**src/sv/rawdc_pkg.sv**
```systemverilog
// Shared constants, state encoding and control types for the working-day counter.
`default_nettype none

package rawdc_pkg;

    localparam int POS_W             = 13;
    localparam int S_TDATA_W         = 32;
    localparam int M_TDATA_W         = 16;
    localparam int DAYS_DEFAULT      = 4096;
    localparam int WORD_BITS_DEFAULT = 64;

    localparam logic CMD_IDLE = 1'b0;
    localparam logic CMD_WORK = 1'b1;

    typedef enum logic [2:0] {
        ST_CLEAR,
        ST_IDLE,
        ST_LOC1,
        ST_LOC2,
        ST_RUN,
        ST_DRAIN,
        ST_DONE
    } state_t;

    typedef struct packed {
        logic clear;
        logic cmd;
    } count_ctl_t;

endpackage

`default_nettype wire

```
**src/sv/rawdc_locate.sv**
```systemverilog
// Splits the first and last day positions into bitmap word index and bit offset.
`default_nettype none

module rawdc_locate
    import rawdc_pkg::*;
#(
    parameter int WORD_BITS = WORD_BITS_DEFAULT,
    parameter int WIDX_W    = 6,
    parameter int BIT_W     = 6
)
(
    input  wire logic              clk,
    input  wire logic [POS_W-1:0]  first_pos,
    input  wire logic [POS_W-1:0]  last_pos,
    output logic      [WIDX_W-1:0] first_word,
    output logic      [BIT_W-1:0]  first_bit,
    output logic      [WIDX_W-1:0] last_word,
    output logic      [BIT_W-1:0]  last_bit
);

    // The quotient comes from a multiplication by a rounded-up reciprocal,
    // which is exact for every position of POS_W bits.
    localparam int SHIFT  = POS_W + $clog2(WORD_BITS);
    localparam int RECIP  = ((2 ** SHIFT) + WORD_BITS - 1) / WORD_BITS;
    localparam int PROD_W = POS_W + SHIFT + 1;

    logic [PROD_W-1:0] first_prod;
    logic [PROD_W-1:0] last_prod;
    logic [WIDX_W-1:0] first_word_reg;
    logic [WIDX_W-1:0] last_word_reg;
    logic [POS_W-1:0]  first_pos_reg;
    logic [POS_W-1:0]  last_pos_reg;
    logic [BIT_W-1:0]  first_bit_reg;
    logic [BIT_W-1:0]  last_bit_reg;

    assign first_prod = PROD_W'(first_pos) * PROD_W'(RECIP);
    assign last_prod  = PROD_W'(last_pos) * PROD_W'(RECIP);

    always_ff @(posedge clk)
    begin
        first_word_reg <= first_prod[SHIFT +: WIDX_W];
        last_word_reg  <= last_prod[SHIFT +: WIDX_W];
        first_pos_reg  <= first_pos;
        last_pos_reg   <= last_pos;
        first_bit_reg  <= BIT_W'(first_pos_reg - POS_W'(first_word_reg * WORD_BITS));
        last_bit_reg   <= BIT_W'(last_pos_reg - POS_W'(last_word_reg * WORD_BITS));
    end

    assign first_word = first_word_reg;
    assign first_bit  = first_bit_reg;
    assign last_word  = last_word_reg;
    assign last_bit   = last_bit_reg;

endmodule

`default_nettype wire

```
**src/sv/rawdc_word_unit.sv**
```systemverilog
// Shared word unit: applies the range mask of one bitmap word for the current command.
`default_nettype none

module rawdc_word_unit
    import rawdc_pkg::*;
#(
    parameter int WORD_BITS = WORD_BITS_DEFAULT,
    parameter int WIDX_W    = 6,
    parameter int BIT_W     = 6
)
(
    input  wire logic [WORD_BITS-1:0] old_word,
    input  wire logic [WIDX_W-1:0]    word_idx,
    input  wire logic [WIDX_W-1:0]    first_word,
    input  wire logic [BIT_W-1:0]     first_bit,
    input  wire logic [WIDX_W-1:0]    last_word,
    input  wire logic [BIT_W-1:0]     last_bit,
    input  wire logic                 cmd,
    output logic      [WORD_BITS-1:0] new_word,
    output logic      [WORD_BITS-1:0] changed
);

    logic [BIT_W-1:0]     lo;
    logic [BIT_W-1:0]     hi;
    logic [WORD_BITS-1:0] mask;

    always_comb
    begin
        lo = (word_idx == first_word) ? first_bit : '0;
        hi = (word_idx == last_word) ? last_bit : BIT_W'(WORD_BITS - 1);
        for (int i = 0; i < WORD_BITS; i++)
        begin
            mask[i] = (BIT_W'(i) >= lo) && (BIT_W'(i) <= hi);
        end
        if (cmd == CMD_IDLE)
        begin
            new_word = old_word | mask;
        end
        else
        begin
            new_word = old_word & ~mask;
        end
        changed = old_word ^ new_word;
    end

endmodule

`default_nettype wire

```
**src/sv/rawdc_count.sv**
```systemverilog
// Pipelined population count of changed bits and the running non-working day count.
`default_nettype none

module rawdc_count
    import rawdc_pkg::*;
#(
    parameter int WORD_BITS = WORD_BITS_DEFAULT,
    parameter int DAY_W     = 13
)
(
    input  wire logic                 clk,
    input  wire logic                 rst_n,
    input  wire count_ctl_t           ctl,
    input  wire logic                 in_valid,
    input  wire logic [WORD_BITS-1:0] in_bits,
    output logic                      busy,
    output logic      [DAY_W-1:0]     idle_count
);

    localparam int POP_W = $clog2(WORD_BITS + 1);

    logic [WORD_BITS-1:0] chg_reg;
    logic                 chg_v_reg;
    logic [POP_W-1:0]     pop_reg;
    logic                 pop_v_reg;
    logic [DAY_W-1:0]     idle_count_reg;
    logic [DAY_W-1:0]     idle_count_next;

    always_comb
    begin
        idle_count_next = idle_count_reg;
        if (ctl.clear)
        begin
            idle_count_next = '0;
        end
        else if (pop_v_reg)
        begin
            if (ctl.cmd == CMD_WORK)
            begin
                idle_count_next = idle_count_reg - DAY_W'(pop_reg);
            end
            else
            begin
                idle_count_next = idle_count_reg + DAY_W'(pop_reg);
            end
        end
    end

    always_ff @(posedge clk or negedge rst_n)
    begin
        if (!rst_n)
        begin
            chg_v_reg      <= 1'b0;
            pop_v_reg      <= 1'b0;
            idle_count_reg <= '0;
        end
        else
        begin
            chg_v_reg      <= in_valid && !ctl.clear;
            pop_v_reg      <= chg_v_reg && !ctl.clear;
            idle_count_reg <= idle_count_next;
        end
    end

    always_ff @(posedge clk)
    begin
        chg_reg <= in_bits;
        pop_reg <= POP_W'($countones(chg_reg));
    end

    assign busy       = chg_v_reg || pop_v_reg;
    assign idle_count = idle_count_reg;

endmodule

`default_nettype wire

```
**src/sv/range_assign_working_day_counter.sv**
```systemverilog
// Top level of the working-day counter: sequencer, bitmap memory and stream ports.
//
//  Channel  Direction  Handshake            Payload
//  s_*      in         s_tvalid / s_tready  tdata: first_day, last_day; tuser: command
//  m_*      out        m_tvalid / m_tready  tdata: working_days; tuser: rejected
//  cfg_*    in         cfg_valid / cfg_ready cfg_data: days_in_use
//
// A valid range is walked by the single word unit, which reads, modifies and writes one
// memory word per cycle; the next transaction is taken only after the result is loaded.
// A rejected range skips the walk and goes straight to the result.
// After reset and after every configuration write, a clearing pass of one word per
// cycle (DAYS / WORD_BITS words, rounded up, at most 8191 days) runs while s_tready is low.
// A stalled result waits in the output register; a new transaction is still taken.
`default_nettype none

module range_assign_working_day_counter
    import rawdc_pkg::*;
#(
    parameter int DAYS      = DAYS_DEFAULT,
    parameter int WORD_BITS = WORD_BITS_DEFAULT
)
(
    input  wire logic                 clk,
    input  wire logic                 rst_n,
    input  wire logic                 s_tvalid,
    output logic                      s_tready,
    input  wire logic [S_TDATA_W-1:0] s_tdata,  // first_day[12:0], last_day[25:13], zeros
    input  wire logic [0:0]           s_tuser,  // command[0]
    output logic                      m_tvalid,
    input  wire logic                 m_tready,
    output logic      [M_TDATA_W-1:0] m_tdata,  // working_days[12:0], zeros
    output logic      [0:0]           m_tuser,  // rejected[0]
    input  wire logic                 cfg_valid,
    output logic                      cfg_ready,
    input  wire logic [POS_W-1:0]     cfg_data
);

    localparam int DAY_LIMIT = (DAYS < (2 ** POS_W) - 1) ? DAYS : (2 ** POS_W) - 1;
    localparam int MEM_WORDS = (DAY_LIMIT + WORD_BITS - 1) / WORD_BITS;
    localparam int WIDX_W    = (MEM_WORDS > 1) ? $clog2(MEM_WORDS) : 1;
    localparam int BIT_W     = $clog2(WORD_BITS);
    localparam int DAY_W     = ($clog2(DAYS + 1) > POS_W) ? $clog2(DAYS + 1) : POS_W;

    state_t               state_reg;
    state_t               state_next;
    logic [WIDX_W-1:0]    clr_reg;
    logic [WIDX_W-1:0]    clr_next;
    logic [DAY_W-1:0]     days_reg;
    logic [DAY_W-1:0]     days_next;
    logic [WIDX_W-1:0]    rd_word_reg;
    logic [WIDX_W-1:0]    rd_word_next;
    logic                 wr_v_reg;
    logic                 wr_v_next;
    logic                 out_valid_reg;
    logic                 out_valid_next;
    logic                 out_load;

    logic                 cmd_reg;
    logic [POS_W-1:0]     first_reg;
    logic [POS_W-1:0]     last_reg;
    logic                 bad_reg;
    logic [WIDX_W-1:0]    wr_word_reg;
    logic [WORD_BITS-1:0] mem_rdata_reg;
    logic [POS_W-1:0]     out_days_reg;
    logic                 out_rej_reg;

    logic                 s_accept;
    logic                 cfg_accept;
    logic [POS_W-1:0]     in_first;
    logic [POS_W-1:0]     in_last;
    logic                 in_bad;
    logic [DAY_W-1:0]     cfg_sat;

    logic [WIDX_W-1:0]    loc_fw;
    logic [BIT_W-1:0]     loc_fb;
    logic [WIDX_W-1:0]    loc_lw;
    logic [BIT_W-1:0]     loc_lb;
    logic [WORD_BITS-1:0] new_word;
    logic [WORD_BITS-1:0] changed;

    logic                 mem_we;
    logic [WIDX_W-1:0]    mem_waddr;
    logic [WORD_BITS-1:0] mem_wdata;
    logic [WORD_BITS-1:0] mem [MEM_WORDS];

    count_ctl_t           cnt_ctl;
    logic                 cnt_busy;
    logic [DAY_W-1:0]     idle_count;

    assign in_first   = s_tdata[POS_W-1:0];
    assign in_last    = s_tdata[2*POS_W-1:POS_W];
    assign s_accept   = s_tvalid && s_tready;
    assign cfg_ready  = 1'b1;
    assign cfg_accept = cfg_valid && cfg_ready;
    assign in_bad     = (in_first == '0) || (in_first > in_last)
                        || (DAY_W'(in_last) > days_reg);
    assign cfg_sat    = (DAY_W'(cfg_data) > DAY_W'(DAYS)) ? DAY_W'(DAYS) : DAY_W'(cfg_data);

    assign cnt_ctl.clear = cfg_accept;
    assign cnt_ctl.cmd   = cmd_reg;

    rawdc_locate #(
        .WORD_BITS (WORD_BITS),
        .WIDX_W    (WIDX_W),
        .BIT_W     (BIT_W)
    ) u_locate (
        .clk        (clk),
        .first_pos  (first_reg - POS_W'(1)),
        .last_pos   (last_reg - POS_W'(1)),
        .first_word (loc_fw),
        .first_bit  (loc_fb),
        .last_word  (loc_lw),
        .last_bit   (loc_lb)
    );

    rawdc_word_unit #(
        .WORD_BITS (WORD_BITS),
        .WIDX_W    (WIDX_W),
        .BIT_W     (BIT_W)
    ) u_word_unit (
        .old_word   (mem_rdata_reg),
        .word_idx   (wr_word_reg),
        .first_word (loc_fw),
        .first_bit  (loc_fb),
        .last_word  (loc_lw),
        .last_bit   (loc_lb),
        .cmd        (cmd_reg),
        .new_word   (new_word),
        .changed    (changed)
    );

    rawdc_count #(
        .WORD_BITS (WORD_BITS),
        .DAY_W     (DAY_W)
    ) u_count (
        .clk        (clk),
        .rst_n      (rst_n),
        .ctl        (cnt_ctl),
        .in_valid   (wr_v_reg),
        .in_bits    (changed),
        .busy       (cnt_busy),
        .idle_count (idle_count)
    );

    always_comb
    begin
        state_next = state_reg;
        unique case (state_reg)
            ST_CLEAR:
            begin
                if (clr_reg == WIDX_W'(MEM_WORDS - 1))
                begin
                    state_next = ST_IDLE;
                end
            end
            ST_IDLE:
            begin
                if (s_tvalid)
                begin
                    state_next = in_bad ? ST_DONE : ST_LOC1;
                end
            end
            ST_LOC1:
            begin
                state_next = ST_LOC2;
            end
            ST_LOC2:
            begin
                state_next = ST_RUN;
            end
            ST_RUN:
            begin
                if (rd_word_reg == loc_lw)
                begin
                    state_next = ST_DRAIN;
                end
            end
            ST_DRAIN:
            begin
                if (!wr_v_reg && !cnt_busy)
                begin
                    state_next = ST_DONE;
                end
            end
            ST_DONE:
            begin
                if (!out_valid_reg || m_tready)
                begin
                    state_next = ST_IDLE;
                end
            end
            default:
            begin
                state_next = ST_CLEAR;
            end
        endcase
        if (cfg_accept)
        begin
            state_next = ST_CLEAR;
        end
    end

    always_comb
    begin
        s_tready     = (state_reg == ST_IDLE);
        out_load     = (state_reg == ST_DONE) && (!out_valid_reg || m_tready);
        wr_v_next    = (state_reg == ST_RUN);
        rd_word_next = rd_word_reg;
        clr_next     = clr_reg;
        mem_we       = wr_v_reg;
        mem_waddr    = wr_word_reg;
        mem_wdata    = new_word;
        if (state_reg == ST_CLEAR)
        begin
            mem_we    = 1'b1;
            mem_waddr = clr_reg;
            mem_wdata = '0;
            clr_next  = clr_reg + WIDX_W'(1);
        end
        if (state_reg == ST_LOC2)
        begin
            rd_word_next = loc_fw;
        end
        else if ((state_reg == ST_RUN) && (rd_word_reg != loc_lw))
        begin
            rd_word_next = rd_word_reg + WIDX_W'(1);
        end
        if (cfg_accept)
        begin
            clr_next = '0;
        end
        days_next      = cfg_accept ? cfg_sat : days_reg;
        out_valid_next = out_load || (out_valid_reg && !m_tready);
    end

    always_ff @(posedge clk or negedge rst_n)
    begin
        if (!rst_n)
        begin
            state_reg     <= ST_CLEAR;
            clr_reg       <= '0;
            days_reg      <= DAY_W'(DAYS);
            rd_word_reg   <= '0;
            wr_v_reg      <= 1'b0;
            out_valid_reg <= 1'b0;
        end
        else
        begin
            state_reg     <= state_next;
            clr_reg       <= clr_next;
            days_reg      <= days_next;
            rd_word_reg   <= rd_word_next;
            wr_v_reg      <= wr_v_next;
            out_valid_reg <= out_valid_next;
        end
    end

    always_ff @(posedge clk)
    begin
        if (s_accept)
        begin
            cmd_reg   <= s_tuser[0];
            first_reg <= in_first;
            last_reg  <= in_last;
            bad_reg   <= in_bad;
        end
        wr_word_reg <= rd_word_reg;
        if (out_load)
        begin
            out_days_reg <= POS_W'(days_reg - idle_count);
            out_rej_reg  <= bad_reg;
        end
    end

    always_ff @(posedge clk)
    begin
        if (mem_we)
        begin
            mem[mem_waddr] <= mem_wdata;
        end
        mem_rdata_reg <= mem[rd_word_reg];
    end

    assign m_tvalid   = out_valid_reg;
    assign m_tdata    = {{(M_TDATA_W - POS_W){1'b0}}, out_days_reg};
    assign m_tuser[0] = out_rej_reg;

    a_count_bounded: assert property (@(posedge clk) disable iff (!rst_n)
        idle_count <= days_reg)
        else $error("Non-working day count exceeds the number of days.");

    a_walk_in_range: assert property (@(posedge clk) disable iff (!rst_n)
        (state_reg == ST_RUN) |-> ((rd_word_reg >= loc_fw) && (rd_word_reg <= loc_lw)))
        else $error("Word walk left the range of the transaction.");

    a_idle_no_write: assert property (@(posedge clk) disable iff (!rst_n)
        (state_reg == ST_IDLE) |-> !mem_we)
        else $error("Bitmap written while the sequencer is idle.");

    a_result_from_done: assert property (@(posedge clk) disable iff (!rst_n)
        $rose(out_valid_reg) |-> $past(state_reg == ST_DONE))
        else $error("Result presented without finishing a transaction.");

endmodule

`default_nettype wire
```
**config.mk**
```make
export PLATFORM = sky130hd
export DESIGN_NAME = range_assign_working_day_counter
export DESIGN_NICKNAME = d
export VERILOG_FILES = /design/src/sv/rawdc_pkg.sv /design/src/sv/rawdc_locate.sv /design/src/sv/rawdc_word_unit.sv /design/src/sv/rawdc_count.sv /design/src/sv/range_assign_working_day_counter.sv
export SDC_FILE = /design/constraint.sdc
export NUM_CORES = 2
export LEC_CHECK = 0
export ABC_CLOCK_PERIOD_IN_PS = 8010
export BUFFER_PORTS_ARGS = -buffer_cell sky130_fd_sc_hd__buf_2
export CELL_PAD_IN_SITES_DETAIL_PLACEMENT = 0
export CELL_PAD_IN_SITES_GLOBAL_PLACEMENT = 1
export CORE_ASPECT_RATIO = 1.4
export CORE_MARGIN = 4
export CORE_UTILIZATION = 50
export DETAILED_ROUTE_END_ITERATION = 8
export PLACE_DENSITY_LB_ADDON = 0.15
export SETUP_SLACK_MARGIN = 0.3
export SKIP_CTS_REPAIR_TIMING = 1
export SYNTH_ARGS = -nofsm -noshare
export SYNTH_HDL_FRONTEND = slang
export SYNTH_SLANG_ARGS = --single-unit
```
**constraint.sdc**
```tcl
create_clock -name clk -period 8.01 [get_ports clk]
set_clock_uncertainty 0.1 [all_clocks]
set_input_delay 0.801 -clock clk [delete_from_list [all_inputs] [get_ports clk]]
set_output_delay 0.801 -clock clk [all_outputs]
set_load 0.05 [all_outputs]
```
==> results by group <==
Run
  – Maxcap violations: 0

Global routing
  – Vias in the first global route: 83640
  – Initial antenna violation count: 20
  – First-pass GRT wire length: 663400 um
  – GR Util All Layers: 0.2721
  – GRT overflow: 0
  – Pin count of the biggest net entering global routing: 143

Yosys
  – FF+latch count, synth: 4358
  – Avg Synthesized Cell Area: 22.67 sq um
  – Sequential element share of the synthesized area: 0.7584
  – Cell variety after synth: 69
  – EDFF count, synth: 4136
  – Top area cells in the synthesized netlist: edfxtp_1 73%, mux4_2 17%, dfxtp_1 2.1%, fa_1 0.73%, ha_1 0.72%
  – Post-synthesis cell area: 0.1699 sq mm
  – Post-synth top area share: 0.7310
  – Synth warn: 0
  – Syn Inst Count: 7494
  – Dominant synthesized flop cell: edfxtp_1
  – Synth area leader: edfxtp_1
  – Ys async rst share: 0.01033

Worst setup path
  – Setup Crit Path Kind: flop to flop
  – Worst setup SP type: flop
  – CP arrival: 6510 ps
  – Worst-path maximum fanout: 2
  – Worst Setup End Kind: flop
  – Req. time, crit path: 8750 ps

Clock tree
  – CTS H-tree lvls: 5
  – Clock Sinks: 4358
  – CTS tree: done
  – Total CTS buffers: 414
  – Clock slew at reported path FFs: 70 ps
  – CTS root buf: clkbuf_16
  – Clock buffer depth: 4
  – Worst skew pair latency: 940 ps

Final layout
  – Most frequent cells in the layout: 4136 x edfxtp_1, 1315 x mux4_2, 418 x clkbuf_16
  – Seq. cell area: 0.1289 sq mm
  – Number of flip-flops in the largest register: 4096
  – Commonest non-fill, non-tap cell in the layout: edfxtp_1
  – Final design utilization: 0.5662
  – Layout cells sized above 1: 0.2912
  – Layout Nets: 8079
  – Area Overhead vs Synth: 12.86%
  – Multi-input logic area: 0.03986 sq mm
  – Final-layout fill cell count: 24730

Routing
  – Vias per cell: 6.428
  – Via count: 81510
  – DRT iter0 DRCs: 9967
  – Drt first pass iters: 7
  – Drt total wl: 473300 um
  – Avg WL per Cell: 37.32 um
  – DRC errors left: 0
  – Antenna-violating nets left: 0

Timing
  – Slew @ Worst Pin: 1407 ps
  – Final Hold Violating Endpoints: 0
  – Final Cycle Share: 0.7212
  – Worst hold slack: 20.76 ps
  – Worst rel slew slack: 0.05976
  – Final setup violation count: 0
  – Min setup slack post-route: 2233 ps
  – Tmin final: 5777 ps
  – Slew Viols, Final: 0
  – Setup TNS: 0 ps
  – RSZ-0062 raised after global routing: false
  – Max frequency: 173.1 MHz

Place
  – Final HPWL DP: 258700 um
  – Dpl ws: 2251 ps
  – RD Place Congestion: 0.8858
  – PortBufs: 60

Pwr
  – Switching Share: 0.3393
  – VDD IR max: 0.002353 V
  – Logic pwr share: 0.397
  – Power Internal: 54.07 mW
  – Seq pwr share: 0.360
  – Leakage power: 61.48 nW
  – Clk pwr share: 0.243
  – Power Density: 426.8 mW/mm^2
  – Net Switching: 27.77 mW

Floorplanning
  – Row cnt: 253
  – Initial Util: 0.5016
  – Ports: 71
  – Die X: 500.7 um
  – Die H: 697.8 um
  – Die area: 0.3494 sq mm
  – Core area: 0.3387 sq mm

Worst hold path
  – HP Class: primary input to flop

Outcome
  – Outcome: finished clean
cells in the mapped netlist (9+ instances only):
cell type	instances
nand2b_1	17
ha_1	98
buf_1	60
o22ai_1	15
mux2i_1	85
nor4_1	12
a22oi_1	13
nor3_1	23
fa_1	62
dfrtp_1	44
a31oi_1	12
a21oi_1	106
nand4_1	9
nand3b_1	14
nand2_1	117
edfxtp_1	4136
xnor2_1	65
a211oi_1	36
clkbuf_1	198
nor2_1	244
buf_2	119
dfxtp_1	177
inv_1	144
o21ai_0	63
nand3_1	28
and2_1	45
and3_1	13
xor2_1	60
mux4_2	1315
or3_1	14
nor2b_1	45
final cells by class:
| class | count | share of cell area |
|---|---|---|
| well taps | 4462 | 0.02911 |
| clock buffers | 518 | 0.05687 |
| repair buffers | 344 | 0.01685 |
| multi-input cells | 2605 | 0.2079 |
| clock inverters | 243 | 0.01424 |
| diodes | 6 | 0.00007830 |
| inverters | 145 | 0.002838 |
| flip-flops and latches | 4358 | 0.6721 |
metrics by stage:
step / total power [mW] / instances / area, sq um
CTS: 82.44 / 12650 / 191300
global placement: 62.56 / 11890 / 177700
global route: 85.32 / 12680 / 191800
floorplan: 53.66 / 7496 / 169900
detailed placement: 62.63 / 11890 / 177700
finish: 81.84 / 12680 / 191800
worst max-delay path, cell delays in order, from the launching register on:
cell	delay, ps
dfxtp_1	310
ha_1	270
inv_1	50
fa_1	530
inv_1	60
fa_1	520
inv_1	60
fa_1	540
inv_1	60
fa_1	550
inv_1	70
fa_1	500
fa_1	460
fa_1	470
inv_1	70
ha_1	190
inv_1	70
fa_1	410
inv_1	70
a21o_1	110
a21oi_1	70
xnor2_1	130
metal layers:
metal	share of wire	global-route usage
met5	0.00019	0
met4	0.038	0.09095
met3	0.069	0.04165
met2	0.52	0.4646
met1	0.38	0.3612
path summary, 6_finish.rpt:
path,cells after the start,to,slack (ps),from
max,21,u_count.pop_reg[5],2230,u_count.chg_reg[2]
min,3,days_reg[5],20,cfg_data[5]
max reg2reg,21,u_count.pop_reg[5],2230,u_count.chg_reg[2]
min reg2reg,0,u_locate.last_bit[0],230,u_locate.last_pos_reg[0]
max in group asynchronous,3,rd_word_reg[3],6890,rst_n
min in group asynchronous,3,days_reg[3],420,rst_n
cells by family (layout without fill, tap and decap cells):
| family | after synthesis | count (layout) | synth area share |
|---|---|---|---|
| compound gates | 314 | 314 | 0.01153 |
| fa+ha+maj | 160 | 160 | 0.01452 |
| flops | 4358 | 4358 | 0.7584 |
| buf+inv | 533 | 1250 | 0.01292 |
| xor+xnor | 125 | 125 | 0.006443 |
| mux | 1402 | 1402 | 0.1794 |
| simple gates | 600 | 600 | 0.01666 |
| other cells | 2 | 10 | 0.00004420 |
power by group through the flow:
stage | clock, mW | combinational (mW) | sequential [mW]
2_1_floorplan | 0 | 24.2 | 29.5
3_3_place_gp | 0 | 32.6 | 29.9
3_5_place_dp | 0 | 32.6 | 30.0
4_1_cts | 20.2 | 32.7 | 29.5
5_1_grt | 21.2 | 34.6 | 29.5
6_report | 19.9 | 32.5 | 29.5
Note: power is estimated with default switching activity, not from simulation.
